File: src/dsrd_pkg.sv
// shared constants and types of the decimal square root core
package dsrd_pkg;

    localparam int LIMB_BITS               = 16;
    localparam int DEF_MAX_FRACTION_DIGITS = 32;
    localparam int DEF_LIMB_COUNT          = 16;
    localparam int CFG_W                   = 6;
    localparam int RADICAND_W              = 64;
    localparam int VALUE_W                 = 32;
    localparam int ROOT_STEPS              = 32;
    localparam logic [CFG_W-1:0] FRACTION_DIGITS_RESET = 6'd30;
    localparam logic [3:0] DIGIT_MAX       = 4'd9;

    typedef enum logic [2:0] {
        ST_IDLE,
        ST_ROOT,
        ST_LOAD,
        ST_INT,
        ST_TRIAL,
        ST_UPDATE,
        ST_DIGIT
    } dsrd_state_t;

endpackage

File: src/decimal_square_root_digits_core.sv
// decimal square root core: integer root then decimal fraction digits
// One radicand is taken while s_tready is high; the core then stays busy until its last
// result transfers. The integer root is found bit pair by bit pair with a shared 65-bit
// subtract/compare, the root and remainder are then loaded into limbs, and the integer
// result is offered. Each fraction digit is found with one 16-bit limb slice processed
// per cycle: every trial digit (9 down to the chosen one, at most ten) is one pass over
// all LIMB_COUNT limbs, the remainder and root update is one more pass, and the digit is
// then offered.
module decimal_square_root_digits_core #(
    parameter int MAX_FRACTION_DIGITS = dsrd_pkg::DEF_MAX_FRACTION_DIGITS,
    parameter int LIMB_COUNT          = dsrd_pkg::DEF_LIMB_COUNT
) (
    input  logic                           aclk,
    input  logic                           aresetn,
    input  logic                           cfg_valid,
    output logic                           cfg_ready,
    input  logic [dsrd_pkg::CFG_W-1:0]     cfg_data,      // fraction_digits
    input  logic                           s_tvalid,
    output logic                           s_tready,
    input  logic [dsrd_pkg::RADICAND_W-1:0] s_tdata,      // radicand
    output logic                           m_tvalid,
    input  logic                           m_tready,
    output logic [dsrd_pkg::VALUE_W-1:0]   m_tdata,       // value
    output logic                           m_tuser,       // is_fraction
    output logic                           m_tlast
);
    import dsrd_pkg::*;

    localparam int IDX_W  = $clog2(LIMB_COUNT);
    localparam int WIDE_W = LIMB_COUNT * LIMB_BITS;
    localparam logic [IDX_W-1:0] IDX_LAST = IDX_W'(LIMB_COUNT - 1);
    localparam logic [IDX_W-1:0] IDX_ONE  = IDX_W'(1);
    localparam logic [CFG_W-1:0] MAX_DIGITS = CFG_W'(MAX_FRACTION_DIGITS);

    dsrd_state_t state_reg, state_next;

    logic [CFG_W-1:0]      frac_reg;
    logic [CFG_W-1:0]      want_reg, want_next;
    logic [CFG_W-1:0]      done_reg, done_next;
    logic [63:0]           op_reg, op_next;
    logic [63:0]           res_reg, res_next;
    logic [4:0]            step_reg, step_next;
    logic                  perfect_reg, perfect_next;
    logic [IDX_W-1:0]      idx_reg, idx_next;
    logic [3:0]            digit_reg, digit_next;
    logic [3:0]            ac_reg, ac_next;
    logic [3:0]            mc_reg, mc_next;
    logic                  gt_reg, gt_next;
    logic                  bw_reg, bw_next;
    logic [6:0]            pc_reg, pc_next;
    logic [4:0]            ac2_reg, ac2_next;
    logic [3:0]            qc_reg, qc_next;

    logic [LIMB_BITS-1:0]  root_limbs [LIMB_COUNT];
    logic [LIMB_BITS-1:0]  rem_limbs  [LIMB_COUNT];

    logic                  in_xfer, out_xfer;
    logic [63:0]           one_bit;
    logic [64:0]           root_trial;
    logic                  root_ge;
    logic [63:0]           root_load, rem_load;
    logic [WIDE_W-1:0]     root_wide, rem_wide;
    logic [LIMB_BITS-1:0]  u_limb, v_limb;
    logic [16:0]           sum_t;
    logic [19:0]           prod_t;
    logic [LIMB_BITS-1:0]  trial_limb;
    logic                  gt_limb;
    logic [16:0]           diff_v;
    logic [22:0]           prod_v;
    logic [16:0]           sum_u;
    logic [19:0]           prod_u;
    logic                  digit_last;

    assign in_xfer  = s_tvalid && s_tready;
    assign out_xfer = m_tvalid && m_tready;
    assign cfg_ready = 1'b1;

    // shared root step unit
    assign one_bit    = 64'd1 << (6'd62 - {step_reg, 1'b0});
    assign root_trial = {1'b0, res_reg} + {1'b0, one_bit};
    assign root_ge    = {1'b0, op_reg} >= root_trial;

    assign root_load = {res_reg[59:0], 4'b0} + {res_reg[61:0], 2'b0};
    assign rem_load  = {op_reg[57:0], 6'b0} + {op_reg[58:0], 5'b0} + {op_reg[61:0], 2'b0};
    assign root_wide = WIDE_W'(root_load);
    assign rem_wide  = WIDE_W'(rem_load);

    // shared limb unit
    assign u_limb     = root_limbs[idx_reg];
    assign v_limb     = rem_limbs[idx_reg];
    assign sum_t      = {1'b0, u_limb} + {13'b0, ac_reg};
    assign prod_t     = {4'b0, sum_t[15:0]} * {16'b0, digit_reg} + {16'b0, mc_reg};
    assign trial_limb = prod_t[15:0];
    assign gt_limb    = (trial_limb > v_limb) || ((trial_limb == v_limb) && gt_reg);
    assign diff_v     = {1'b0, v_limb} - {1'b0, trial_limb} - {16'b0, bw_reg};
    assign prod_v     = {7'b0, diff_v[15:0]} * 23'd100 + {16'b0, pc_reg};
    assign sum_u      = {1'b0, u_limb} + {12'b0, ac2_reg};
    assign prod_u     = {4'b0, sum_u[15:0]} * 20'd10 + {16'b0, qc_reg};

    assign digit_last = (done_reg + 6'd1) == want_reg;

    always_comb begin
        state_next = state_reg;
        case (state_reg)
            ST_IDLE: begin
                if (in_xfer) state_next = ST_ROOT;
            end
            ST_ROOT: begin
                if (step_reg == 5'(ROOT_STEPS - 1)) state_next = ST_LOAD;
            end
            ST_LOAD: state_next = ST_INT;
            ST_INT: begin
                if (out_xfer) state_next = m_tlast ? ST_IDLE : ST_TRIAL;
            end
            ST_TRIAL: begin
                if (idx_reg == IDX_LAST && !(digit_reg != 4'd0 && gt_limb)) begin
                    state_next = ST_UPDATE;
                end
            end
            ST_UPDATE: begin
                if (idx_reg == IDX_LAST) state_next = ST_DIGIT;
            end
            ST_DIGIT: begin
                if (out_xfer) state_next = m_tlast ? ST_IDLE : ST_TRIAL;
            end
            default: state_next = ST_IDLE;
        endcase
    end

    always_comb begin
        want_next    = want_reg;
        done_next    = done_reg;
        op_next      = op_reg;
        res_next     = res_reg;
        step_next    = step_reg;
        perfect_next = perfect_reg;
        idx_next     = idx_reg;
        digit_next   = digit_reg;
        ac_next      = ac_reg;
        mc_next      = mc_reg;
        gt_next      = gt_reg;
        bw_next      = bw_reg;
        pc_next      = pc_reg;
        ac2_next     = ac2_reg;
        qc_next      = qc_reg;
        case (state_reg)
            ST_IDLE: begin
                op_next   = s_tdata;
                res_next  = 64'd0;
                step_next = 5'd0;
                done_next = 6'd0;
                want_next = (frac_reg > MAX_DIGITS) ? MAX_DIGITS : frac_reg;
            end
            ST_ROOT: begin
                step_next = step_reg + 5'd1;
                if (root_ge) begin
                    op_next  = op_reg - root_trial[63:0];
                    res_next = (res_reg >> 1) + one_bit;
                end else begin
                    res_next = res_reg >> 1;
                end
            end
            ST_LOAD: perfect_next = (op_reg == 64'd0);
            ST_TRIAL: begin
                idx_next = idx_reg + IDX_ONE;
                ac_next  = {3'b0, sum_t[16]};
                mc_next  = prod_t[19:16];
                gt_next  = gt_limb;
                if (idx_reg == IDX_LAST) begin
                    idx_next = '0;
                    mc_next  = 4'd0;
                    gt_next  = 1'b0;
                    if (digit_reg != 4'd0 && gt_limb) begin
                        digit_next = digit_reg - 4'd1;
                        ac_next    = digit_reg - 4'd1;
                    end else begin
                        ac_next  = digit_reg;
                        bw_next  = 1'b0;
                        pc_next  = 7'd0;
                        ac2_next = {digit_reg, 1'b0};
                        qc_next  = 4'd0;
                    end
                end
            end
            ST_UPDATE: begin
                idx_next = (idx_reg == IDX_LAST) ? '0 : idx_reg + IDX_ONE;
                ac_next  = {3'b0, sum_t[16]};
                mc_next  = prod_t[19:16];
                bw_next  = diff_v[16];
                pc_next  = prod_v[22:16];
                ac2_next = {4'b0, sum_u[16]};
                qc_next  = prod_u[19:16];
            end
            ST_INT, ST_DIGIT: begin
                if (out_xfer) begin
                    if (state_reg == ST_DIGIT) done_next = done_reg + 6'd1;
                    idx_next   = '0;
                    digit_next = DIGIT_MAX;
                    ac_next    = DIGIT_MAX;
                    mc_next    = 4'd0;
                    gt_next    = 1'b0;
                end
            end
            default: ;
        endcase
    end

    always_comb begin
        s_tready = (state_reg == ST_IDLE);
        m_tvalid = (state_reg == ST_INT) || (state_reg == ST_DIGIT);
        m_tuser  = (state_reg == ST_DIGIT);
        if (state_reg == ST_DIGIT) begin
            m_tdata = {28'b0, digit_reg};
            m_tlast = digit_last;
        end else begin
            m_tdata = res_reg[31:0];
            m_tlast = perfect_reg || (want_reg == 6'd0);
        end
    end

    always_ff @(posedge aclk) begin
        if (!aresetn) begin
            state_reg <= ST_IDLE;
            frac_reg  <= FRACTION_DIGITS_RESET;
            done_reg  <= '0;
            digit_reg <= DIGIT_MAX;
        end else begin
            state_reg <= state_next;
            if (cfg_valid && cfg_ready) frac_reg <= cfg_data;
            done_reg  <= done_next;
            digit_reg <= digit_next;
        end
    end

    always_ff @(posedge aclk) begin
        want_reg    <= want_next;
        op_reg      <= op_next;
        res_reg     <= res_next;
        step_reg    <= step_next;
        perfect_reg <= perfect_next;
        idx_reg     <= idx_next;
        ac_reg      <= ac_next;
        mc_reg      <= mc_next;
        gt_reg      <= gt_next;
        bw_reg      <= bw_next;
        pc_reg      <= pc_next;
        ac2_reg     <= ac2_next;
        qc_reg      <= qc_next;
        if (state_reg == ST_LOAD) begin
            for (int k = 0; k < LIMB_COUNT; k++) begin
                root_limbs[k] <= root_wide[k*LIMB_BITS +: LIMB_BITS];
                rem_limbs[k]  <= rem_wide[k*LIMB_BITS +: LIMB_BITS];
            end
        end else if (state_reg == ST_UPDATE) begin
            rem_limbs[idx_reg]  <= prod_v[15:0];
            root_limbs[idx_reg] <= prod_u[15:0];
        end
    end

endmodule

File: config.mk
export PLATFORM = sky130hd
export DESIGN_NAME = decimal_square_root_digits_core
export DESIGN_NICKNAME = d
export VERILOG_FILES = /design/src/dsrd_pkg.sv /design/src/decimal_square_root_digits_core.sv
export SDC_FILE = /design/constraint.sdc
export NUM_CORES = 2
export LEC_CHECK = 0
export BUFFER_PORTS_ARGS = -buffer_cell sky130_fd_sc_hd__buf_2
export CAP_MARGIN = 40
export CORE_ASPECT_RATIO = 0.9
export CORE_MARGIN = 2
export CORE_UTILIZATION = 50
export CTS_CLUSTER_SIZE = 30
export DETAILED_ROUTE_END_ITERATION = 10
export GPL_TIMING_DRIVEN = 0
export PLACE_DENSITY = 0.66
export SLEW_MARGIN = 20
export SYNTH_ARGS = -nofsm -noshare
export SYNTH_HDL_FRONTEND = slang
export SYNTH_SLANG_ARGS = --single-unit
File: constraint.sdc
create_clock -name aclk -period 13.7 [get_ports aclk]
set_input_delay 2.74 -clock aclk [delete_from_list [all_inputs] [get_ports aclk]]
set_output_delay 2.74 -clock aclk [all_outputs]
set_load 0.02 [all_outputs]
==> After elaboration in Yosys (flattened, before gate mapping) <==
Memory sizes are Yosys's and may differ from the RTL's. A register that Yosys moved wholly into a read port is not among the register bits.
Cells that the tools add are included.
{ "word_totals": {"reg_bits": 189, "mem_bits_rw": 512, "in_bits": 75, "output_inout_bits": 37, "wordCells": 150, "n_memories": 2} }
{ "memory_table": {"columns": ["name", "depth", "word_bits", "read_ports", "rd_ports_with_merged_regs", "write_ports", "line_no", "text"], "rows": [
  ["rem_limbs", 16, 16, 1, 1, 16, "decimal_square_root_digits_core.sv:55", "logic [LIMB_BITS-1:0] rem_limbs [LIMB_COUNT];"],
  ["root_limbs", 16, 16, 1, 1, 16, "decimal_square_root_digits_core.sv:54", "logic [LIMB_BITS-1:0] root_limbs [LIMB_COUNT];"]
]} }
{ "classes": {"add_sub_neg": 18, "multipliers": 3, "order_cmp": 3, "n_eq_ne": 19, "shifts": 1, "n_mux": 56, "reduce_logical": 31} }
{ "ops": {"columns": ["op", "n"], "rows": [
  ["$pmux 64 s2", 2],
  ["$add 64x64->64", 3],
  ["$mux 64", 2],
  ["$add 64x64->65", 1],
  ["$ge 64x65->1", 1],
  ["$add 63x64->64", 1],
  ["$logic_not 64->1", 1],
  ["$shl 1x6->64 const A", 1],
  ["$sub 64x64->64", 1],
  ["$mux 4", 13],
  ["$add 20x4->20", 2],
  ["$mux 16", 2],
  ["$mux 32", 1],
  ["$reduce_or 16->1", 2],
  ["$pmux 4 s2", 3],
  ["$pmux 4 s3", 2],
  ["$add 23x7->23", 1],
  ["$mul 16x5->21 const B", 1],
  ["$mul 16x4->20", 1],
  ["$pmux 5 s2", 2],
  ["$mul 16x3->19 const B", 1],
  ["$mux 3", 6],
  ["$pmux 3 s6", 1],
  ["$add 16x4->17", 1],
  ["38 further kinds", 79]
]} }

==> Logic depth before layout (Yosys ltp) <==
{ "logic_depth": {"word_depth": 11, "depth_mapped": 51, "depth_no_buf": 45} }

==> Worst setup path after synthesis <==
No wires, ideal clock.
{ "synth_timing": {"path_type": "register -> register", "start": "reg with a tool-made name", "end": "reg pc_reg[6] (data pin)", "setup_ns": 0.266, "t_arrival_ns": 11.896, "required_ns": 13.434, "slack_ns": 1.539, "stages_incl_launch_ff": 47, "n_path_buf": 6, "period_less_slack_ns": 12.161, "path_cell_list": "dfxtp_1 buf_6 buf_8 buf_6 buf_2 buf_2 buf_1 mux4_2 mux4_2 ha_1 inv_1 fa_1 nand2b_1 fa_1 fa_1 fa_1 inv_1 ha_1 [... 11 more ...] or3_1 a211oi_1 o41a_2 xor2_1 ha_1 ha_1 inv_1 fa_1 inv_1 ha_1 or3_1 a221oi_1 nor3_1 or2_2 a2111oi_0 nand4_1 xnor2_1 nor2_1"} }
{ "synth_rtl": {"columns": ["item", "line_no", "text"], "rows": [
  ["end signal, assigned", "decimal_square_root_digits_core.sv:246", "pc_reg <= pc_next;"],
  ["end, declared", "decimal_square_root_digits_core.sv:50", "logic [6:0] pc_reg, pc_next;"]
]} }

==> impl_metrics.xml <==
<?xml version="1.0" encoding="UTF-8"?>
<metrics>
  <group name="synthesis">
    <metric name="main_combinational_cell_family_by_area_after_synthesis" unit="">simple AND/OR/NAND/NOR gates</metric>
    <metric name="synth_async_sr_flop_share" unit="%">0</metric>
    <metric name="synth-seq-area-share" unit="%">38.5</metric>
    <metric name="synth_seq_cells" unit="">705</metric>
    <metric name="synth_enable_flop_cells" unit="">682</metric>
    <metric name="yosysTopAreaCell" unit="">edfxtp_1</metric>
    <metric name="syn-mean-instance-area" unit="um^2">10.1</metric>
    <metric name="syn_nets" unit="">6063</metric>
    <metric name="muxShareOfSynthArea" unit="%">7.49</metric>
    <metric name="synth_largest_type_area_fraction" unit="%">37.6</metric>
    <metric name="yosys.cell_types.count" unit="">87</metric>
    <metric name="fraction_of_the_mapped_netlist_area_in_compound_gates" unit="%">13.6</metric>
    <metric name="yosys.area_share.adder" unit="%">15.0</metric>
    <metric name="post_synth_main_area_contributors" unit="">edfxtp_1, ha_1, mux4_2, nor2_1, fa_1</metric>
    <metric name="dominantRegCellSynth" unit="">edfxtp_1</metric>
    <metric name="postSynthCellCount" unit="">5407</metric>
    <metric name="synth-xor-area-share" unit="%">6.13</metric>
    <metric name="post_synth_and_or_nand_nor_area_fraction" unit="%">15.5</metric>
    <metric name="ys_warn_count" unit="">0</metric>
    <metric name="synth.cell_area" unit="um^2">54400</metric>
  </group>
  <group name="sta">
    <metric name="report.final.slew_viol_count" unit="">0</metric>
    <metric name="max_clock_freq" unit="GHz">0.0781</metric>
    <metric name="maxSlewHeadroom" unit="%">40.5</metric>
    <metric name="period_needed" unit="ns">12.81</metric>
    <metric name="rsz0062_at_grt" unit="">false</metric>
    <metric name="setup-violations-final" unit="">0</metric>
    <metric name="clock_skew" unit="ns">0.0294</metric>
    <metric name="timing_worst_slew_pin_value" unit="ns">0.890</metric>
    <metric name="post-route-period-util" unit="%">93.5</metric>
    <metric name="finalHoldViolations" unit="">0</metric>
    <metric name="tns" unit="ns">0</metric>
  </group>
  <group name="clock_tree">
    <metric name="tritoncts" unit="">done</metric>
    <metric name="clk_latency" unit="ns">0.67</metric>
    <metric name="cts.repair_timing.setup_buffer_count" unit="">0</metric>
    <metric name="tritoncts.num_buffers" unit="">80</metric>
    <metric name="clk_pin_slew" unit="ns">0.07</metric>
    <metric name="ctsRootBufferMaster" unit="">clkbuf_16</metric>
    <metric name="clkSinkCount" unit="">705</metric>
    <metric name="clk_path_buf_depth" unit="">3</metric>
    <metric name="cts.htree.levels" unit="">3</metric>
  </group>
  <group name="finish">
    <metric name="finish.net_count" unit="">6314</metric>
    <metric name="synthToLayoutAreaGrowth" unit="%">10.8</metric>
    <metric name="final_layout_size_suffix_gt1_share" unit="%">9.79</metric>
    <metric name="reg.largest.list" unit="">rem_limbs (256), root_limbs (256)</metric>
    <metric name="finish.instance_area" unit="um^2">60300</metric>
  </group>
  <group name="floorplanning">
    <metric name="die_area" unit="um^2">112000</metric>
    <metric name="die_height" unit="um">317</metric>
    <metric name="fp.coreArea" unit="um^2">108000</metric>
    <metric name="io_pins" unit="">112</metric>
    <metric name="initial_utilization" unit="%">50.5</metric>
    <metric name="die_width" unit="um">352</metric>
    <metric name="num_rows" unit="">114</metric>
  </group>
  <group name="routing">
    <metric name="remaining_drc_errors" unit="">0</metric>
    <metric name="routed-via-count" unit="">44600</metric>
    <metric name="wirelength_per_cell" unit="um">25.3</metric>
    <metric name="post_drt_via_cell_ratio" unit="">6.22</metric>
    <metric name="drt_iter0_drc" unit="">5011</metric>
    <metric name="drt-pass1-iter-count" unit="">5</metric>
    <metric name="antenna_violating_nets_post_route" unit="">0</metric>
    <metric name="wirelength" unit="um">181000</metric>
  </group>
  <group name="placed_design">
    <metric name="io_buffers" unit="">109</metric>
    <metric name="placed_area" unit="um^2">57700</metric>
    <metric name="place.gp.congestion" unit="">1.03</metric>
    <metric name="place.detailed.hpwl" unit="um">141000</metric>
  </group>
  <group name="worst_setup_path">
    <metric name="timing.critical_path.from_type" unit="">flip-flop</metric>
    <metric name="timing.setup.critical_path_class" unit="">reg2reg</metric>
    <metric name="arrival" unit="ns">13.20</metric>
    <metric name="critical-path-max-stage-delay" unit="ns">0.56</metric>
    <metric name="critPathCaptureType" unit="">flip-flop</metric>
    <metric name="critPathMostFrequentCell" unit="">ha_1</metric>
    <metric name="worst_ep_required_time" unit="ns">14.09</metric>
    <metric name="crit_slowest_cell" unit="">buf_4</metric>
    <metric name="critPathMaxFanout" unit="">28</metric>
  </group>
  <group name="grt">
    <metric name="number_of_global_route_vias_before_repair" unit="">42400</metric>
    <metric name="grt_pass1_wl" unit="um">268000</metric>
    <metric name="grt-busiest-layer" unit="">met2</metric>
    <metric name="grt.met2_usage" unit="%">51.7</metric>
    <metric name="global_route.usage.met1" unit="%">43.1</metric>
    <metric name="grt_start_max_net_pins" unit="">29</metric>
    <metric name="grt_usage" unit="%">32.3</metric>
    <metric name="grt_remaining_overflow" unit="">0</metric>
    <metric name="grt_util_met3" unit="%">5.70</metric>
    <metric name="number_of_antenna_violations_at_the_first_check_in_global_routing" unit="">5</metric>
  </group>
  <group name="run">
    <metric name="cap_viol_max_count" unit="">0</metric>
  </group>
  <group name="run_status">
    <metric name="status" unit="">finished, final reports clean</metric>
  </group>
  <group name="hold_path">
    <metric name="hold_path_class" unit="">reg2reg</metric>
  </group>
</metrics>
==> cell usage after synthesis, types with 53 or more instances <==
library cell	count
edfxtp_1	682
clkbuf_1	213
xor2_1	166
inv_1	278
mux4_2	152
o21bai_1	61
ha_1	465
xnor2_1	213
and3_1	114
nand3_1	94
a21oi_1	330
nand4_1	71
nor2b_1	83
a211oi_1	53
fa_1	116
a21o_1	121
nor2_1	641
nand2_1	465
a31oi_1	73
nand2b_1	63
o21ai_0	323
and2_1	98
nor3_1	59
==> cell families (layout without fill, tap and decap cells) <==
| group | Yosys count | after routing |
|---|---|---|
| AND/OR/NAND/NOR | 1809 | 1809 |
| AO/OA/AOI/OAI | 1192 | 1192 |
| flip-flops | 705 | 705 |
| adder cells (fa/ha/maj) | 581 | 581 |
| buffers and inverters | 528 | 840 |
| XOR/XNOR | 380 | 380 |
| multiplexers | 211 | 211 |
| other | 1 | 2 |
==> worst paths after layout <==
path | slack (ns) | start | endpoint | cells after the start
max | 0.89 | flip-flop | pc_reg[6] | 43
min | 0.46 | frac_reg[3] | frac_reg[3] | 2
max reg2reg | 0.89 | flip-flop | pc_reg[6] | 43
min reg2reg | 0.46 | frac_reg[3] | frac_reg[3] | 2
==> stage by stage <==
step,setup slack (ns),instances,hold slack (ns),util (%)
global route,0.121,7169,0.492,56.0
global placement,-1.71,6966,0.451,52.7
detailed placement,-0.878,7026,0.456,53.6
CTS,0.0931,7167,0.470,56.0
floorplan,1.54,5407,0.433,-
finish,0.891,7170,0.463,56.0
==> critical path: cells and delay by family (launching register included) <==
| kind | cells | cell delay (ns) |
|---|---|---|
| adders and majority gates | 12 | 4.48 |
| AOI/OAI and AO/OA | 9 | 2.19 |
| and+or+nand+nor | 9 | 2.08 |
| buffers and inverters | 8 | 1.67 |
| muxes | 2 | 0.99 |
| xor gates and xnor gates | 3 | 0.64 |
| DFF | 1 | 0.44 |
==> cell usage in the layout, fill, tap and decap left out, drive strengths merged, types with 23 or more instances in the layout <==
cell,count
edfxtp,682
nor2,641
nand2,466
ha,465
a21oi,333
o21ai,333
clkbuf,313
inv,284
xnor2,214
buf,203
xor2,166
mux4,155
a21o,121
fa,116
and3,115
and2,102
nand3,95
nor2b,83
a31oi,73
nand4,71
nand2b,63
o21bai,61
nor3,59
a211oi,53
mux2i,49
clkinv,32
or3,30
o21a,29
a31o,28
o211ai,24
dfxtp,23
==> final cells by class <==
cell class	count	area [um^2]
Fill cell	9443	47400
Sequential cell	705	20900
Antenna cell	1	2.50
Multi-Input combinational cell	4174	31500
Clock buffer	99	2080
Buffer	245	1010
Timing Repair Buffer	173	1450
Inverter	279	1050
Clock inverter	44	452
Tap cell	1450	1810
==> per-layer routing <==
layer	up-vias	part of all wire, %
met5	-	0.015
met4	4	4.9
met3	378	9.5
met2	2386	45
met1	21600	40
li1	20200	-
==> timing repair <==
| item | CTS | global route |
|---|---|---|
| pin swaps | 0 | 0 |
| gates resized for setup | 3 | 9 |
| hold buffers | 0 | 0 |
| setup endpoints to repair | 33 | 23 |
Power is not shown: default switching activity piles up to over one toggle a cycle in this logic, so the estimate is an artifact.
